**src/rtl/least_squares_cell_gradient_defines.svh**
```systemverilog
// ----------------------------------------------------------------------------
// Least-squares cell gradient assertion macros
// Shared concurrent assertion forms for the gradient block.
// ----------------------------------------------------------------------------
`ifndef LEAST_SQUARES_CELL_GRADIENT_DEFINES_SVH
`define LEAST_SQUARES_CELL_GRADIENT_DEFINES_SVH

// The consequent must hold in the same cycle as the antecedent.
`define LSCG_ASSERT_NOW(label, clk, rst_n, ante, cons, msg) \
    label: assert property (@(posedge clk) disable iff (!rst_n) (ante) |-> (cons)) \
        else $error(msg);

// The consequent must hold in the cycle after the antecedent.
`define LSCG_ASSERT_NEXT(label, clk, rst_n, ante, cons, msg) \
    label: assert property (@(posedge clk) disable iff (!rst_n) (ante) |=> (cons)) \
        else $error(msg);

`endif

```
**src/rtl/lscg_pkg.sv**
```systemverilog
// ----------------------------------------------------------------------------
// Least-squares cell gradient package
// Shared types, codes and the solver micro-program.
// ----------------------------------------------------------------------------
`timescale 1ns / 1ps

package lscg_pkg;

    localparam logic [1:0] DIM_2D    = 2'd2;
    localparam logic [1:0] DIM_RESET = 2'd3;

    localparam logic [1:0] STAT_OK   = 2'd0;
    localparam logic [1:0] STAT_SING = 2'd1;
    localparam logic [1:0] STAT_OVF  = 2'd2;

    // Operand codes: accumulated sums, then the temporary registers.
    localparam logic [3:0] SRC_XX = 4'd0;
    localparam logic [3:0] SRC_XY = 4'd1;
    localparam logic [3:0] SRC_XZ = 4'd2;
    localparam logic [3:0] SRC_YY = 4'd3;
    localparam logic [3:0] SRC_YZ = 4'd4;
    localparam logic [3:0] SRC_ZZ = 4'd5;
    localparam logic [3:0] SRC_RX = 4'd6;
    localparam logic [3:0] SRC_RY = 4'd7;
    localparam logic [3:0] SRC_RZ = 4'd8;
    localparam logic [3:0] SRC_T0 = 4'd9;
    localparam logic [3:0] SRC_T1 = 4'd10;
    localparam logic [3:0] SRC_T2 = 4'd11;
    localparam logic [3:0] SRC_T3 = 4'd12;
    localparam logic [3:0] SRC_T4 = 4'd13;
    localparam logic [3:0] SRC_T5 = 4'd14;

    localparam int          NUM_PAIRS = 9;
    localparam int          MAC_BITS  = 64;
    localparam logic [2:0]  DET_SLOT  = 3'd6;
    localparam logic [4:0]  PC_3D     = 5'd0;
    localparam logic [4:0]  PC_2D     = 5'd24;

    typedef enum logic [1:0] {
        UA_NONE,
        UA_STORE,
        UA_DET,
        UA_DIV
    } uop_act_t;

    typedef struct packed {
        logic [3:0] x_sel;
        logic [3:0] y_sel;
        logic       neg;
        logic       clr;
        uop_act_t   act;
        logic [2:0] dst;
        logic [1:0] gidx;
        logic       fin;
    } uop_t;

    typedef struct packed {
        logic       capture;
        logic       mul_en;
        logic [3:0] mul_sel;
        logic       add_en;
        logic [3:0] add_sel;
        logic       sum_clear;
        logic       mac_load;
        logic       mac_step;
        logic       mac_top;
        logic       t_store;
        logic       div_load;
        logic       div_step;
        logic       div_round;
        logic       div_write;
        logic       g_clear;
        logic       out_load;
        uop_t       uop;
    } dp_cmd_t;

    typedef struct packed {
        logic det_zero;
    } dp_status_t;

    function automatic uop_t mk_uop(input logic [3:0] x_sel, input logic [3:0] y_sel,
                                    input logic neg, input logic clr, input uop_act_t act,
                                    input logic [2:0] dst, input logic [1:0] gidx,
                                    input logic fin);
        uop_t u;
        u.x_sel = x_sel;
        u.y_sel = y_sel;
        u.neg   = neg;
        u.clr   = clr;
        u.act   = act;
        u.dst   = dst;
        u.gidx  = gidx;
        u.fin   = fin;
        return u;
    endfunction

    // The 3D program builds the six cofactors, the determinant and the three
    // Cramer numerators. The 2D program uses the 2x2 forms directly.
    function automatic uop_t uop_at(input logic [4:0] pc);
        uop_t u;
        case (pc)
            5'd0:  u = mk_uop(SRC_YY, SRC_ZZ, 1'b0, 1'b1, UA_NONE,  3'd0, 2'd0, 1'b0);
            5'd1:  u = mk_uop(SRC_YZ, SRC_YZ, 1'b1, 1'b0, UA_STORE, 3'd0, 2'd0, 1'b0);
            5'd2:  u = mk_uop(SRC_XZ, SRC_YZ, 1'b0, 1'b1, UA_NONE,  3'd0, 2'd0, 1'b0);
            5'd3:  u = mk_uop(SRC_XY, SRC_ZZ, 1'b1, 1'b0, UA_STORE, 3'd1, 2'd0, 1'b0);
            5'd4:  u = mk_uop(SRC_XY, SRC_YZ, 1'b0, 1'b1, UA_NONE,  3'd0, 2'd0, 1'b0);
            5'd5:  u = mk_uop(SRC_YY, SRC_XZ, 1'b1, 1'b0, UA_STORE, 3'd2, 2'd0, 1'b0);
            5'd6:  u = mk_uop(SRC_XX, SRC_ZZ, 1'b0, 1'b1, UA_NONE,  3'd0, 2'd0, 1'b0);
            5'd7:  u = mk_uop(SRC_XZ, SRC_XZ, 1'b1, 1'b0, UA_STORE, 3'd3, 2'd0, 1'b0);
            5'd8:  u = mk_uop(SRC_XY, SRC_XZ, 1'b0, 1'b1, UA_NONE,  3'd0, 2'd0, 1'b0);
            5'd9:  u = mk_uop(SRC_XX, SRC_YZ, 1'b1, 1'b0, UA_STORE, 3'd4, 2'd0, 1'b0);
            5'd10: u = mk_uop(SRC_XX, SRC_YY, 1'b0, 1'b1, UA_NONE,  3'd0, 2'd0, 1'b0);
            5'd11: u = mk_uop(SRC_XY, SRC_XY, 1'b1, 1'b0, UA_STORE, 3'd5, 2'd0, 1'b0);
            5'd12: u = mk_uop(SRC_T0, SRC_XX, 1'b0, 1'b1, UA_NONE,  3'd0, 2'd0, 1'b0);
            5'd13: u = mk_uop(SRC_T1, SRC_XY, 1'b0, 1'b0, UA_NONE,  3'd0, 2'd0, 1'b0);
            5'd14: u = mk_uop(SRC_T2, SRC_XZ, 1'b0, 1'b0, UA_DET,   DET_SLOT, 2'd0, 1'b0);
            5'd15: u = mk_uop(SRC_T0, SRC_RX, 1'b0, 1'b1, UA_NONE,  3'd0, 2'd0, 1'b0);
            5'd16: u = mk_uop(SRC_T1, SRC_RY, 1'b0, 1'b0, UA_NONE,  3'd0, 2'd0, 1'b0);
            5'd17: u = mk_uop(SRC_T2, SRC_RZ, 1'b0, 1'b0, UA_DIV,   3'd0, 2'd0, 1'b0);
            5'd18: u = mk_uop(SRC_T1, SRC_RX, 1'b0, 1'b1, UA_NONE,  3'd0, 2'd0, 1'b0);
            5'd19: u = mk_uop(SRC_T3, SRC_RY, 1'b0, 1'b0, UA_NONE,  3'd0, 2'd0, 1'b0);
            5'd20: u = mk_uop(SRC_T4, SRC_RZ, 1'b0, 1'b0, UA_DIV,   3'd0, 2'd1, 1'b0);
            5'd21: u = mk_uop(SRC_T2, SRC_RX, 1'b0, 1'b1, UA_NONE,  3'd0, 2'd0, 1'b0);
            5'd22: u = mk_uop(SRC_T4, SRC_RY, 1'b0, 1'b0, UA_NONE,  3'd0, 2'd0, 1'b0);
            5'd23: u = mk_uop(SRC_T5, SRC_RZ, 1'b0, 1'b0, UA_DIV,   3'd0, 2'd2, 1'b1);
            5'd24: u = mk_uop(SRC_XX, SRC_YY, 1'b0, 1'b1, UA_NONE,  3'd0, 2'd0, 1'b0);
            5'd25: u = mk_uop(SRC_XY, SRC_XY, 1'b1, 1'b0, UA_DET,   DET_SLOT, 2'd0, 1'b0);
            5'd26: u = mk_uop(SRC_RX, SRC_YY, 1'b0, 1'b1, UA_NONE,  3'd0, 2'd0, 1'b0);
            5'd27: u = mk_uop(SRC_XY, SRC_RY, 1'b1, 1'b0, UA_DIV,   3'd0, 2'd0, 1'b0);
            5'd28: u = mk_uop(SRC_XX, SRC_RY, 1'b0, 1'b1, UA_NONE,  3'd0, 2'd0, 1'b0);
            5'd29: u = mk_uop(SRC_RX, SRC_XY, 1'b1, 1'b0, UA_DIV,   3'd0, 2'd1, 1'b1);
            default: u = mk_uop(SRC_XX, SRC_XX, 1'b0, 1'b1, UA_NONE, 3'd0, 2'd0, 1'b1);
        endcase
        return u;
    endfunction

endpackage

```
**src/rtl/lscg_ctrl.sv**
```systemverilog
// ----------------------------------------------------------------------------
// Least-squares cell gradient controller
// Handshakes, neighbour counting and the solver micro-program sequencer.
// ----------------------------------------------------------------------------
`timescale 1ns / 1ps
`include "least_squares_cell_gradient_defines.svh"

module lscg_ctrl #(
    parameter int MAX_NEIGHBOURS = 12,
    parameter int BIG_W          = 210
) (
    input  logic                    aclk,
    input  logic                    aresetn,
    input  logic                    cfg_wr_en,
    input  logic [1:0]              cfg_wr_data,
    input  logic                    s_valid,
    output logic                    s_ready,
    input  logic                    s_last,
    output logic                    m_valid,
    input  logic                    m_ready,
    output logic [1:0]              m_status,
    output lscg_pkg::dp_cmd_t       cmd,
    input  lscg_pkg::dp_status_t    status
);

    localparam int         CNT_W     = $clog2(BIG_W);
    localparam logic [4:0] COUNT_MAX = 5'(MAX_NEIGHBOURS);

    typedef enum logic [3:0] {
        ST_IDLE,
        ST_ACC,
        ST_SOLVE,
        ST_MAC_LOAD,
        ST_MAC_RUN,
        ST_MAC_END,
        ST_DET_CHECK,
        ST_DIV_RUN,
        ST_DIV_ROUND,
        ST_DIV_WRITE,
        ST_OUT
    } state_t;

    state_t             state_reg, state_next;
    logic [CNT_W-1:0]   cnt_reg, cnt_next;
    logic [4:0]         pc_reg, pc_next;
    logic [4:0]         count_reg, count_next;
    logic               ovf_reg, ovf_next;
    logic               last_reg, last_next;
    logic [1:0]         dim_reg, dim_next;
    logic [1:0]         res_reg, res_next;
    logic               m_valid_reg, m_valid_next;
    logic [1:0]         m_status_reg, m_status_next;
    logic               accept;
    lscg_pkg::uop_t     uop;

    assign s_ready = (state_reg == ST_IDLE);
    assign accept  = s_valid && s_ready;
    assign uop     = lscg_pkg::uop_at(pc_reg);

    always_comb begin
        state_next    = state_reg;
        cnt_next      = cnt_reg;
        pc_next       = pc_reg;
        count_next    = count_reg;
        ovf_next      = ovf_reg;
        last_next     = last_reg;
        dim_next      = dim_reg;
        res_next      = res_reg;
        m_valid_next  = m_valid_reg;
        m_status_next = m_status_reg;
        cmd           = '0;
        cmd.uop       = uop;

        if (cfg_wr_en) begin
            dim_next = cfg_wr_data;
        end
        if (m_valid_reg && m_ready) begin
            m_valid_next = 1'b0;
        end

        case (state_reg)
            ST_IDLE: begin
                if (accept) begin
                    cmd.capture = 1'b1;
                    if (count_reg >= COUNT_MAX) begin
                        ovf_next = 1'b1;
                        if (s_last) begin
                            state_next = ST_SOLVE;
                        end
                    end else begin
                        count_next = count_reg + 5'd1;
                        last_next  = s_last;
                        cnt_next   = '0;
                        state_next = ST_ACC;
                    end
                end
            end
            ST_ACC: begin
                cmd.mul_en  = (cnt_reg < CNT_W'(lscg_pkg::NUM_PAIRS));
                cmd.mul_sel = cnt_reg[3:0];
                cmd.add_en  = (cnt_reg != '0);
                cmd.add_sel = cnt_reg[3:0] - 4'd1;
                if (cnt_reg == CNT_W'(lscg_pkg::NUM_PAIRS)) begin
                    state_next = last_reg ? ST_SOLVE : ST_IDLE;
                end else begin
                    cnt_next = cnt_reg + 1'b1;
                end
            end
            ST_SOLVE: begin
                cmd.g_clear = 1'b1;
                if (ovf_reg) begin
                    res_next   = lscg_pkg::STAT_OVF;
                    state_next = ST_OUT;
                end else begin
                    pc_next    = (dim_reg == lscg_pkg::DIM_2D) ? lscg_pkg::PC_2D
                                                               : lscg_pkg::PC_3D;
                    state_next = ST_MAC_LOAD;
                end
            end
            ST_MAC_LOAD: begin
                cmd.mac_load = 1'b1;
                cnt_next     = '0;
                state_next   = ST_MAC_RUN;
            end
            ST_MAC_RUN: begin
                cmd.mac_step = 1'b1;
                cmd.mac_top  = (cnt_reg == CNT_W'(lscg_pkg::MAC_BITS - 1));
                if (cmd.mac_top) begin
                    state_next = ST_MAC_END;
                end else begin
                    cnt_next = cnt_reg + 1'b1;
                end
            end
            ST_MAC_END: begin
                case (uop.act)
                    lscg_pkg::UA_STORE: begin
                        cmd.t_store = 1'b1;
                        pc_next     = pc_reg + 5'd1;
                        state_next  = ST_MAC_LOAD;
                    end
                    lscg_pkg::UA_DET: begin
                        cmd.t_store = 1'b1;
                        state_next  = ST_DET_CHECK;
                    end
                    lscg_pkg::UA_DIV: begin
                        cmd.div_load = 1'b1;
                        cnt_next     = '0;
                        state_next   = ST_DIV_RUN;
                    end
                    default: begin
                        pc_next    = pc_reg + 5'd1;
                        state_next = ST_MAC_LOAD;
                    end
                endcase
            end
            ST_DET_CHECK: begin
                if (status.det_zero) begin
                    res_next   = lscg_pkg::STAT_SING;
                    state_next = ST_OUT;
                end else begin
                    pc_next    = pc_reg + 5'd1;
                    state_next = ST_MAC_LOAD;
                end
            end
            ST_DIV_RUN: begin
                cmd.div_step = 1'b1;
                if (cnt_reg == CNT_W'(BIG_W - 1)) begin
                    state_next = ST_DIV_ROUND;
                end else begin
                    cnt_next = cnt_reg + 1'b1;
                end
            end
            ST_DIV_ROUND: begin
                cmd.div_round = 1'b1;
                state_next    = ST_DIV_WRITE;
            end
            ST_DIV_WRITE: begin
                cmd.div_write = 1'b1;
                if (uop.fin) begin
                    res_next   = lscg_pkg::STAT_OK;
                    state_next = ST_OUT;
                end else begin
                    pc_next    = pc_reg + 5'd1;
                    state_next = ST_MAC_LOAD;
                end
            end
            ST_OUT: begin
                if (!m_valid_reg || m_ready) begin
                    cmd.out_load  = 1'b1;
                    cmd.sum_clear = 1'b1;
                    m_valid_next  = 1'b1;
                    m_status_next = res_reg;
                    count_next    = '0;
                    ovf_next      = 1'b0;
                    state_next    = ST_IDLE;
                end
            end
            default: begin
                state_next = ST_IDLE;
            end
        endcase
    end

    always_ff @(posedge aclk) begin
        if (!aresetn) begin
            state_reg    <= ST_IDLE;
            cnt_reg      <= '0;
            pc_reg       <= '0;
            count_reg    <= '0;
            ovf_reg      <= 1'b0;
            last_reg     <= 1'b0;
            dim_reg      <= lscg_pkg::DIM_RESET;
            res_reg      <= lscg_pkg::STAT_OK;
            m_valid_reg  <= 1'b0;
            m_status_reg <= lscg_pkg::STAT_OK;
        end else begin
            state_reg    <= state_next;
            cnt_reg      <= cnt_next;
            pc_reg       <= pc_next;
            count_reg    <= count_next;
            ovf_reg      <= ovf_next;
            last_reg     <= last_next;
            dim_reg      <= dim_next;
            res_reg      <= res_next;
            m_valid_reg  <= m_valid_next;
            m_status_reg <= m_status_next;
        end
    end

    assign m_valid  = m_valid_reg;
    assign m_status = m_status_reg;

    `LSCG_ASSERT_NEXT(a_result_clears_cell, aclk, aresetn, cmd.out_load, (count_reg == '0) && !ovf_reg, "Cell state is not cleared after a result is loaded.")
    `LSCG_ASSERT_NEXT(a_full_sets_overflow, aclk, aresetn, accept && (count_reg >= COUNT_MAX), ovf_reg, "An item beyond the neighbour limit did not flag overflow.")
    `LSCG_ASSERT_NOW(a_divide_nonsingular, aclk, aresetn, cmd.div_write, !status.det_zero, "A gradient was written with a zero determinant.")

endmodule

```
**config.mk**
```make
export PLATFORM = sky130hd
export DESIGN_NAME = lscg_ctrl
export DESIGN_NICKNAME = d
export VERILOG_FILES = /design/src/rtl/lscg_pkg.sv /design/src/rtl/lscg_ctrl.sv
export VERILOG_INCLUDE_DIRS = /design/src /design/src/rtl
export SDC_FILE = /design/constraint.sdc
export NUM_CORES = 1
export LEC_CHECK = 0
export BUFFER_PORTS_ARGS = -buffer_cell sky130_fd_sc_hd__clkbuf_2
export CAP_MARGIN = 20
export CORE_MARGIN = 1.5
export CORE_UTILIZATION = 45
export CTS_CLUSTER_SIZE = 20
export DETAILED_ROUTE_END_ITERATION = 6
export PLACE_DENSITY_LB_ADDON = 0.08
export SETUP_SLACK_MARGIN = 0.2
export SYNTH_ARGS = -nofsm -noshare
export SYNTH_HDL_FRONTEND = slang
export SYNTH_SLANG_ARGS = --single-unit
```
**constraint.sdc**
```tcl
create_clock -name aclk -period 3.35 [get_ports aclk]
set_input_delay 0.1675 -clock aclk [delete_from_list [all_inputs] [get_ports aclk]]
set_output_delay 0.1675 -clock aclk [all_outputs]
set_load 0.005 [all_outputs]
```
==> qor_table.md, run 1 <==
| Item | This run |
|---|---|
| Critical path, cell by cell | mux2i_2 > o32ai_4 > or4_4 > a21oi_4 > buf_4 > ha_1 > nand2_1 > a21oi_1 > a311o_1 |
| Worst Hold Margin | 95.7 ps |
| Tcrit/Tclk final | 89.0% |
| Die outline area | 7650 um^2 |
| Summed instance area of the synthesized netlist | 3210 um^2 |
| TritonCTS clock tree | done |
| Register-to-Register Path Depth | 9 |
| Global-route congestion overflow total | 0 |
| Wire length of the first global-routing pass | 13.1 mm |
| Most common cell after layout, fill and taps aside | clkbuf_2 |
| Fraction of final layout cells sized beyond drive strength 1 | 23.9% |
| Critical Path Stages | 9 |
| Initial antenna violation count | 0 |
| Clk root buf | clkbuf_8 |
| Minimum clock period | 2980 ps |
| Fill cell total of the finished layout | 691 |
| Hold path depth | 3 |
| Maximum fanout along the worst path | 12 |
| Worst clock skew | 11.8 ps |
| Drt wl/cell | 15.5 um |
| Register bit count reported by yosys | 49 |
| Depth of the CTS H-tree | 2 |
| Maximum Capacitance Violations | 0 |
| Max Fclk | 335 MHz |
| Maximum number of pins on one net before global-route repair | 17 |
| Clock latency reported for the late side of the worst-skew pair | 300 ps |
| DP HPWL | 6.23 mm |
| Crit. End Element | flop |
| Antenna diode count | 0 |
| Vias in the first global route | 2,620 |
| Post-synthesis instance total | 381 |
| Number of setup violations in the final report | 0 |
| Maximum clock path buffer count | 2 |
| Number of flip-flops under the largest register name | 18 |
| Layout overhead on the synthesized area | 14.2% |
| Leakage power | 1.59 nW |
| Initial core utilization | 47.0% |
| Via density | 5.56 |
| Number of flops mapped to enable cells by yosys | 0 |
| Clock Pin Slew Worst Setup and Hold Paths | 90 ps |
| DRC marker count from the first detailed-route iteration | 183 |
| Largest stage delay on the critical path | 580 ps |
| Global placement routability congestion | 0.999 |
| IO buf count | 52 |
| Total vias in the final route | 2,931 |
| Kind of critical path | reg2reg |
| CTS Buf Count | 5 |
| Worst slew margin | 53.4% |
| Final-stage net count | 455 |
| Async set-or-reset flop fraction in the synthesized netlist | 0% |
| Number of DRC violations after detailed routing | 0 |
| Top-level I/O count | 53 |
| Data required time of the critical path | 3600 ps |
| Category of cells accounting for the largest share of critical-path delay | compound AO/OA/AOI/OAI gates |
| Die X-Extent | 87.5 um |
| Buffer count from post-CTS setup fixing | 0 |
| Core Footprint | 6830 um^2 |
| Cell variety after synth | 75 |
| Worst vdd rail ir drop | 217 uV |
| Commonest cells after routing, fill and taps aside | 52 x clkbuf_2, 48 x dfxtp_1, 42 x nor2_1 |
| Post-Route Utilization | 53.7% |
| Final wirelength | 8.15 mm |
| Part of the Yosys area used for sequential elements | 30.6% |
| Class of the tightest hold or removal check | in2reg |
| Number of nets still failing antenna checks after routing | 0 |
| Critical path data arrival time | 3230 ps |
| Detailed-routing iteration count for the pre-antenna-repair pass | 4 |
| Net count after synthesis | 406 |
| Pwr per Cell Area | 364 nW/um^2 |
| Worst Tran Pin Value | 680 ps |
| Hold Fails Final Rpt | 0 |
| Die Span Y | 87.5 um |
| Top cell type by total area after synthesis | dfxtp_1 |
| Top cells by area in the synthesized netlist | dfxtp_1 31%, ha_1 6.2%, nor2_1 5.0%, nand2_1 3.9%, a21oi_1 3.7% |
| Number of sinks driven by the clock tree | 49 |
| Overall track demand over capacity in global routing | 21.7% |
| Average footprint of a synthesized cell | 8.42 um^2 |
| Slowest-stage cell, CP | or4_4 |
| Unrepaired setup endpoints after global routing | no |
| Combined buffer and inverter count along the critical path | 1 |
| Warnings from Yosys | 0 |
| Launching element type of the critical path | flop |
| Std-Cell Rows | 30 |
| Share of the synthesized area in the top cell type | 30.6% |
| Slew Limit Fails | 0 |
| Total negative setup slack | 0 ps |
| Top FF cell, synth | dfxtp_1 |
| Result of the run | completed |
-- cell families after synthesis --
logic type / after synthesis / synth area share (%)
buf+inv: 39 / 6.08
mux: 19 / 6.32
flops: 49 / 30.6
xor+xnor: 12 / 3.28
simple gates: 162 / 27.1
fa+ha+maj: 16 / 6.24
compound gates: 84 / 20.4
-- synth_stat cells (7+ instances only) --
cell type	instances
xor2_1	9
nor2_1	43
nor2b_1	8
nand3_1	8
mux2i_1	11
nand2_1	33
dfxtp_1	49
clkbuf_1	9
ha_1	16
nor3_1	14
inv_1	15
and3_1	7
nand2b_1	12
o21ai_0	8
a21oi_1	24
-- worst register-to-register path, delay by kind of cell, from the launching register on --
family                   cells  cell delay (ps)
AO/OA/AOI/OAI                4              850
adder cells (fa/ha/maj)      1              340
buffers and inverters        1              210
flip-flops                   1              470
multiplexers                 1              380
AND/OR/NAND/NOR              2              690
-- routing by layer --
metal	track usage, %	wire [um]	vias up
met3	3.41	400	4
met4	5.05	53	0
met2	33.4	3680	80
met5	0	0	-
li1	-	-	1469
met1	31.6	4010	1378
-- through the flow --
stage	instances	power [mW]	cell area, um^2	worst slack [ps]
2_1_floorplan	381	0.837	3210	533
4_1_cts	527	1.35	3660	290
6_report	527	1.33	3670	367
5_1_grt	527	1.41	3670	236
3_3_place_gp	519	0.912	3540	411
3_5_place_dp	519	0.915	3540	338
-- layout make-up --
class / count / area (um^2) / area share (%)
Clock buffer: 5 / 68.8 / 1.88
Clock inverter: 3 / 46.3 / 1.26
Inverter: 18 / 67.6 / 1.84
Multi-Input combinational cell: 293 / 2040 / 55.6
Sequential cell: 49 / 982 / 26.8
Tap cell: 96 / 120 / 3.28
Timing Repair Buffer: 63 / 343 / 9.35
-- power by group --
part	internal, mW	switching (mW)	total (mW)
logic	0.113	0.163	0.276
registers	0.603	0.0239	0.626
clock network	0.224	0.209	0.433
-- worst paths after layout --
path	from	endpoint	slack [ps]
hold reg to reg	m_status[1]	m_status[1]	460
setup / recovery	state_reg[2]	uop[6]	370
setup reg to reg	state_reg[2]	uop[6]	370
hold / removal	cfg_wr_data[1]	dim_reg[1]	100
-- what timing repair did --
item	4_1_cts	5_1_grt
endpoints found under the setup margin	0	4
gates resized for setup	0	3
hold buffers	0	0
Power figures use the tool's default switching activity.
==> run 2: changes to the inputs <==
CORE_UTILIZATION = 35   (was 45)
GPL_TIMING_DRIVEN = 0   (was default)
==> run 2 against run 1 <==
The run now ends with DRC left; clock skew fell by 0.93 ps; register-to-register slack better by 20 ps; clock-buffer cell count increased by 2; hold slack worse by 27 ps; highest routed layer unchanged; critical endpoint is now uop[8]; via count up 3.3%; largest power group unchanged; final cell count up 5.5%.
==> qor_table.md, run 2 (same netlist as run 1, synthesis figures left out) <==
| Item | This run |
|---|---|
| CTS Buf Count | 5 |
| Number of sinks driven by the clock tree | 49 |
| Final wirelength | 8.72 mm |
| Clock latency reported for the late side of the worst-skew pair | 320 ps |
| Antenna diode count | 0 |
| Pwr per Cell Area | 351 nW/um^2 |
| Global-route congestion overflow total | 0 |
| Worst Tran Pin Value | 638 ps |
| Depth of the CTS H-tree | 2 |
| Total vias in the final route | 3,028 |
| Initial antenna violation count | 0 |
| Die outline area | 9750 um^2 |
| Worst vdd rail ir drop | 148 uV |
| Launching element type of the critical path | flop |
| Total negative setup slack | 0 ps |
| Leakage power | 1.65 nW |
| Number of flip-flops under the largest register name | 18 |
| Final-stage net count | 472 |
| Class of the tightest hold or removal check | in2reg |
| Kind of critical path | reg2reg |
| Initial core utilization | 36.4% |
| Via density | 5.45 |
| Std-Cell Rows | 34 |
| Commonest cells after routing, fill and taps aside | 52 x clkbuf_2, 49 x dfxtp_1, 42 x nor2_1 |
| Number of nets still failing antenna checks after routing | 0 |
| Worst slew margin | 56.9% |
| Total power of the final layout | 1.33 mW |
| Tcrit/Tclk final | 88.4% |
| Worst clock skew | 10.9 ps |
| Maximum Capacitance Violations | 0 |
| Data required time of the critical path | 3560 ps |
| Detailed-routing iteration count for the pre-antenna-repair pass | 7 |
| Overall track demand over capacity in global routing | 17.6% |
| Die X-Extent | 98.8 um |
| Violations in the final reports | DRC |
| Layout overhead on the synthesized area | 17.9% |
| Cell count after placement | 541 |
| Routed metal-1 wire length | 4.29 mm |
| Clk root buf | clkbuf_8 |
| Minimum clock period | 2960 ps |
| Number of DRC violations after detailed routing | 3 |
| Drt wl/cell | 15.7 um |
| Core Footprint | 8810 um^2 |
| Maximum fanout along the worst path | 6 |
| Die Span Y | 98.8 um |
| Unrepaired setup endpoints after global routing | no |
| IO buf count | 52 |
| TritonCTS clock tree | done |
| Slew Limit Fails | 0 |
| Clock Pin Slew Worst Setup and Hold Paths | 100 ps |
| Global placement routability congestion | 0.887 |
| Highest layer used for signal routing | met4 |
| Number of setup violations in the final report | 0 |
| DP Worst Slack | 123 ps |
| Most common cell after layout, fill and taps aside | clkbuf_2 |
| Vias in the first global route | 2,755 |
| Wire length of the first global-routing pass | 13.8 mm |
| Post-Route Utilization | 43.0% |
| DP HPWL | 6.43 mm |
| Result of the run | finished with violations |
| Metal3 WL | 413 um |
| Hold Fails Final Rpt | 0 |
| Critical path data arrival time | 3170 ps |
| Post-route insts no fill | 556 |
| Max Fclk | 338 MHz |
| Top-level I/O count | 53 |
| Fraction of final layout cells sized beyond drive strength 1 | 25.0% |
| DRC marker count from the first detailed-route iteration | 118 |
| Crit. End Element | flop |
| Maximum clock path buffer count | 2 |
| Maximum number of pins on one net before global-route repair | 16 |
| Crit path setup slack, layout | 390 ps |
| Hold-fix buffer count after cts | 0 |
| Met2 Wirelength | 3.91 mm |
[run 2: cell type report]
type | instances | area [um^2]
fillers | 925 | 5020
multi-input cells | 293 | 2050
flip-flops and latches | 49 | 981
repair buffers | 59 | 313
well taps | 108 | 135
plain buffers | 21 | 128
clock buffers | 7 | 96.3
inverters | 18 | 67.6
clock inverters | 1 | 8.76
[run 2: worst paths after layout]
path	from	endpoint	slack (ps)	cells after the start
worst min-delay path	cfg_wr_data[0]	dim_reg[0]	70	3
worst max-delay path	uop[6]	uop[8]	390	11
worst min register to register	m_status[0]	m_status[0]	470	2
worst max register to register	uop[6]	uop[8]	390	11
[run 2: where the power goes]
group          internal [mW]  leakage, nW  switching (mW)  total [mW]
clock network          0.191       0.0549           0.225       0.416
registers              0.603        0.396          0.0191       0.622
logic                  0.117         1.20           0.173       0.289
total                  0.911         1.65           0.416        1.33
[run 2: repair_timing]
item	4_1_cts	5_1_grt
pin swaps	1	1
setup endpoints to repair	4	6
resized for setup	0	4
setup buffers	4	3
[run 2: layer usage]
metal	vias up	track usage [%]
met1	1438	25.1
met5	-	0
met3	9	3.33
met4	0	5.60
met2	73	26.7
li1	1508	-
[run 2: critical path, stage by stage, from the launching register on]
cell and delay, ps:
dfxtp_1 400, inv_1 60, ha_1 240, nor2_2 200
o32ai_4 140, or4_4 580, a21oi_4 290, inv_1 130
ha_1 250, mux2_2 300, a22oi_1 170, o21ai_1 90
[run 2: per-stage QoR]
stage | hold WS (ps) | area, um^2
CTS | 69.5 | 3740
detailed placement | 394 | 3600
global placement | 391 | 3600
global route | 93.2 | 3780
finish | 69.1 | 3780
floorplan | 296 | 3210
==> run 3: changes to the inputs <==
CELL_PAD_IN_SITES_DETAIL_PLACEMENT = 2   (was default)
CELL_PAD_IN_SITES_GLOBAL_PLACEMENT = 2   (was default)
CORE_UTILIZATION = 34   (was 35)
CTS_CLUSTER_DIAMETER = 40   (was default)
==> run 3 against run 2 <==
Total power decreased by 1.7%; clock-buffer cell count down 2; sequential power about the same; the flow now finishes without violations; critical path depth shrank 1; largest power group unchanged; first-iteration DRC count fell by 49%; worst setup slack got worse by 70 ps; non-clock buffer count is 1 lower; routed wire length increased by 18%; final cell count grew 0.36%; via count rose by 1.5%; die area rose by 2.9%.
==> qor_table.md, run 3 (same netlist as run 1, synthesis figures left out) <==
| Item | This run |
|---|---|
| Wire length of the first global-routing pass | 16.8 mm |
| Number of nets still failing antenna checks after routing | 0 |
| Met2 Wirelength | 4.76 mm |
| Final wirelength | 10.3 mm |
| Std-Cell Rows | 35 |
| DP HPWL | 7.70 mm |
| Final-stage net count | 471 |
| Tcrit/Tclk final | 90.4% |
| Core Footprint | 9200 um^2 |
| Critical path data arrival time | 3220 ps |
| Metal3 WL | 284 um |
| Die Span Y | 100 um |
| Crit path setup slack, layout | 320 ps |
| Most common cell after layout, fill and taps aside | clkbuf_2 |
| Global placement routability congestion | 0.830 |
| Vias in the first global route | 3,188 |
| CTS Buf Count | 5 |
| Via density | 5.51 |
| Fraction of final layout cells sized beyond drive strength 1 | 26.2% |
| Worst Hold Margin | 92.8 ps |
| Number of sinks driven by the clock tree | 49 |
| Data required time of the critical path | 3550 ps |
| Maximum fanout along the worst path | 10 |
| Worst vdd rail ir drop | 157 uV |
| Result of the run | completed |
| Minimum setup slack among reg-to-reg paths | 320 ps |
| Worst slew margin | 55.4% |
| Initial antenna violation count | 0 |
| DP Worst Slack | 30.1 ps |
| Clock latency reported for the late side of the worst-skew pair | 310 ps |
| Pwr per Cell Area | 344 nW/um^2 |
| Minimum clock period | 3030 ps |
| Hold Fails Final Rpt | 0 |
| Kind of critical path | reg2reg |
| Commonest cells after routing, fill and taps aside | 52 x clkbuf_2, 49 x dfxtp_1, 42 x nor2_1 |
| Routed metal-1 wire length | 5.22 mm |
| Launching element type of the critical path | flop |
| Crit. End Element | flop |
| TritonCTS clock tree | done |
| Max Fclk | 330 MHz |
| Depth of the CTS H-tree | 2 |
| Number of DRC violations after detailed routing | 0 |
| Worst Tran Pin Value | 660 ps |
| IO buf count | 52 |
| Antenna diode count | 0 |
| Class of the tightest hold or removal check | in2reg |
| Unrepaired setup endpoints after global routing | no |
| Die outline area | 10,000 um^2 |
| Post-Route Utilization | 41.2% |
| Maximum clock path buffer count | 2 |
| Hold-fix buffer count after cts | 0 |
| Maximum Capacitance Violations | 0 |
| Post-route insts no fill | 558 |
| Maximum number of pins on one net before global-route repair | 17 |
| Die X-Extent | 100 um |
| Top-level I/O count | 53 |
| Global-route congestion overflow total | 0 |
| Clock Pin Slew Worst Setup and Hold Paths | 110 ps |
| Layout overhead on the synthesized area | 18.1% |
| Clk root buf | clkbuf_8 |
| Total vias in the final route | 3,074 |
| Initial core utilization | 34.9% |
| Total negative setup slack | 0 ps |
| Leakage power | 1.63 nW |
| Highest layer used for signal routing | met4 |
| Detailed-routing iteration count for the pre-antenna-repair pass | 4 |
| Number of setup violations in the final report | 0 |
| Number of flip-flops under the largest register name | 18 |
| Cell count after placement | 544 |
| Worst clock skew | 14.3 ps |
| Drt wl/cell | 18.5 um |
| Slew Limit Fails | 0 |
| Overall track demand over capacity in global routing | 21.0% |
| DRC marker count from the first detailed-route iteration | 60 |
[run 3: repair_timing]
item | CTS | global route
endpoints found under the hold margin | 0 | 0
resized for setup | 1 | 10
pin swaps | 1 | 1
setup buffers | 3 | 3
setup endpoints to repair | 4 | 6
[run 3: power breakdown]
group / switching [mW] / total, mW / internal [mW]
clock: 0.224 / 0.373 / 0.149
sequential: 0.0208 / 0.624 / 0.603
combinational: 0.190 / 0.308 / 0.118
total: 0.435 / 1.30 / 0.870
[run 3: routing by layer]
layer | vias up | track usage [%]
li1 | 1494 | -
met1 | 1529 | 30.1
met2 | 44 | 34.2
met3 | 7 | 2.79
met4 | 0 | 3.36
met5 | - | 0
[run 3: area by class of cell]
| cell class | count | area, um^2 |
|---|---|---|
| fillers | 1051 | 5410 |
| multi-input cells | 293 | 2080 |
| flip-flops and latches | 49 | 981 |
| repair buffers | 58 | 305 |
| well taps | 111 | 139 |
| plain buffers | 21 | 128 |
| clock buffers | 5 | 68.8 |
| inverters | 18 | 67.6 |
| clock inverters | 3 | 21.3 |
[run 3: path summary, 6_finish.rpt]
check | endpoint | cells after the start | startpoint
min reg2reg | m_status[1] | 2 | m_status[1]
min | dim_reg[0] | 3 | cfg_wr_data[0]
max reg2reg | uop[15] | 10 | state_reg[2]
max | uop[15] | 10 | state_reg[2]
[run 3: critical path, stage by stage (launching register included)]
cell and delay (ps):
dfxtp_1 410, buf_6 170, mux2i_2 350, o32ai_4 160, or4_4 580, a21oi_4 200, buf_4 160, inv_1 70
ha_1 240, mux2_2 290, o221a_1 280
[run 3: per-stage QoR]
step                      instance area [um^2]  total power [mW]
after floorplan                           3210             0.837
after global placement                    3610             0.928
after detailed placement                  3610             0.942
after CTS                                 3730              1.32
after global routing                      3790              1.38
final                                     3790              1.30
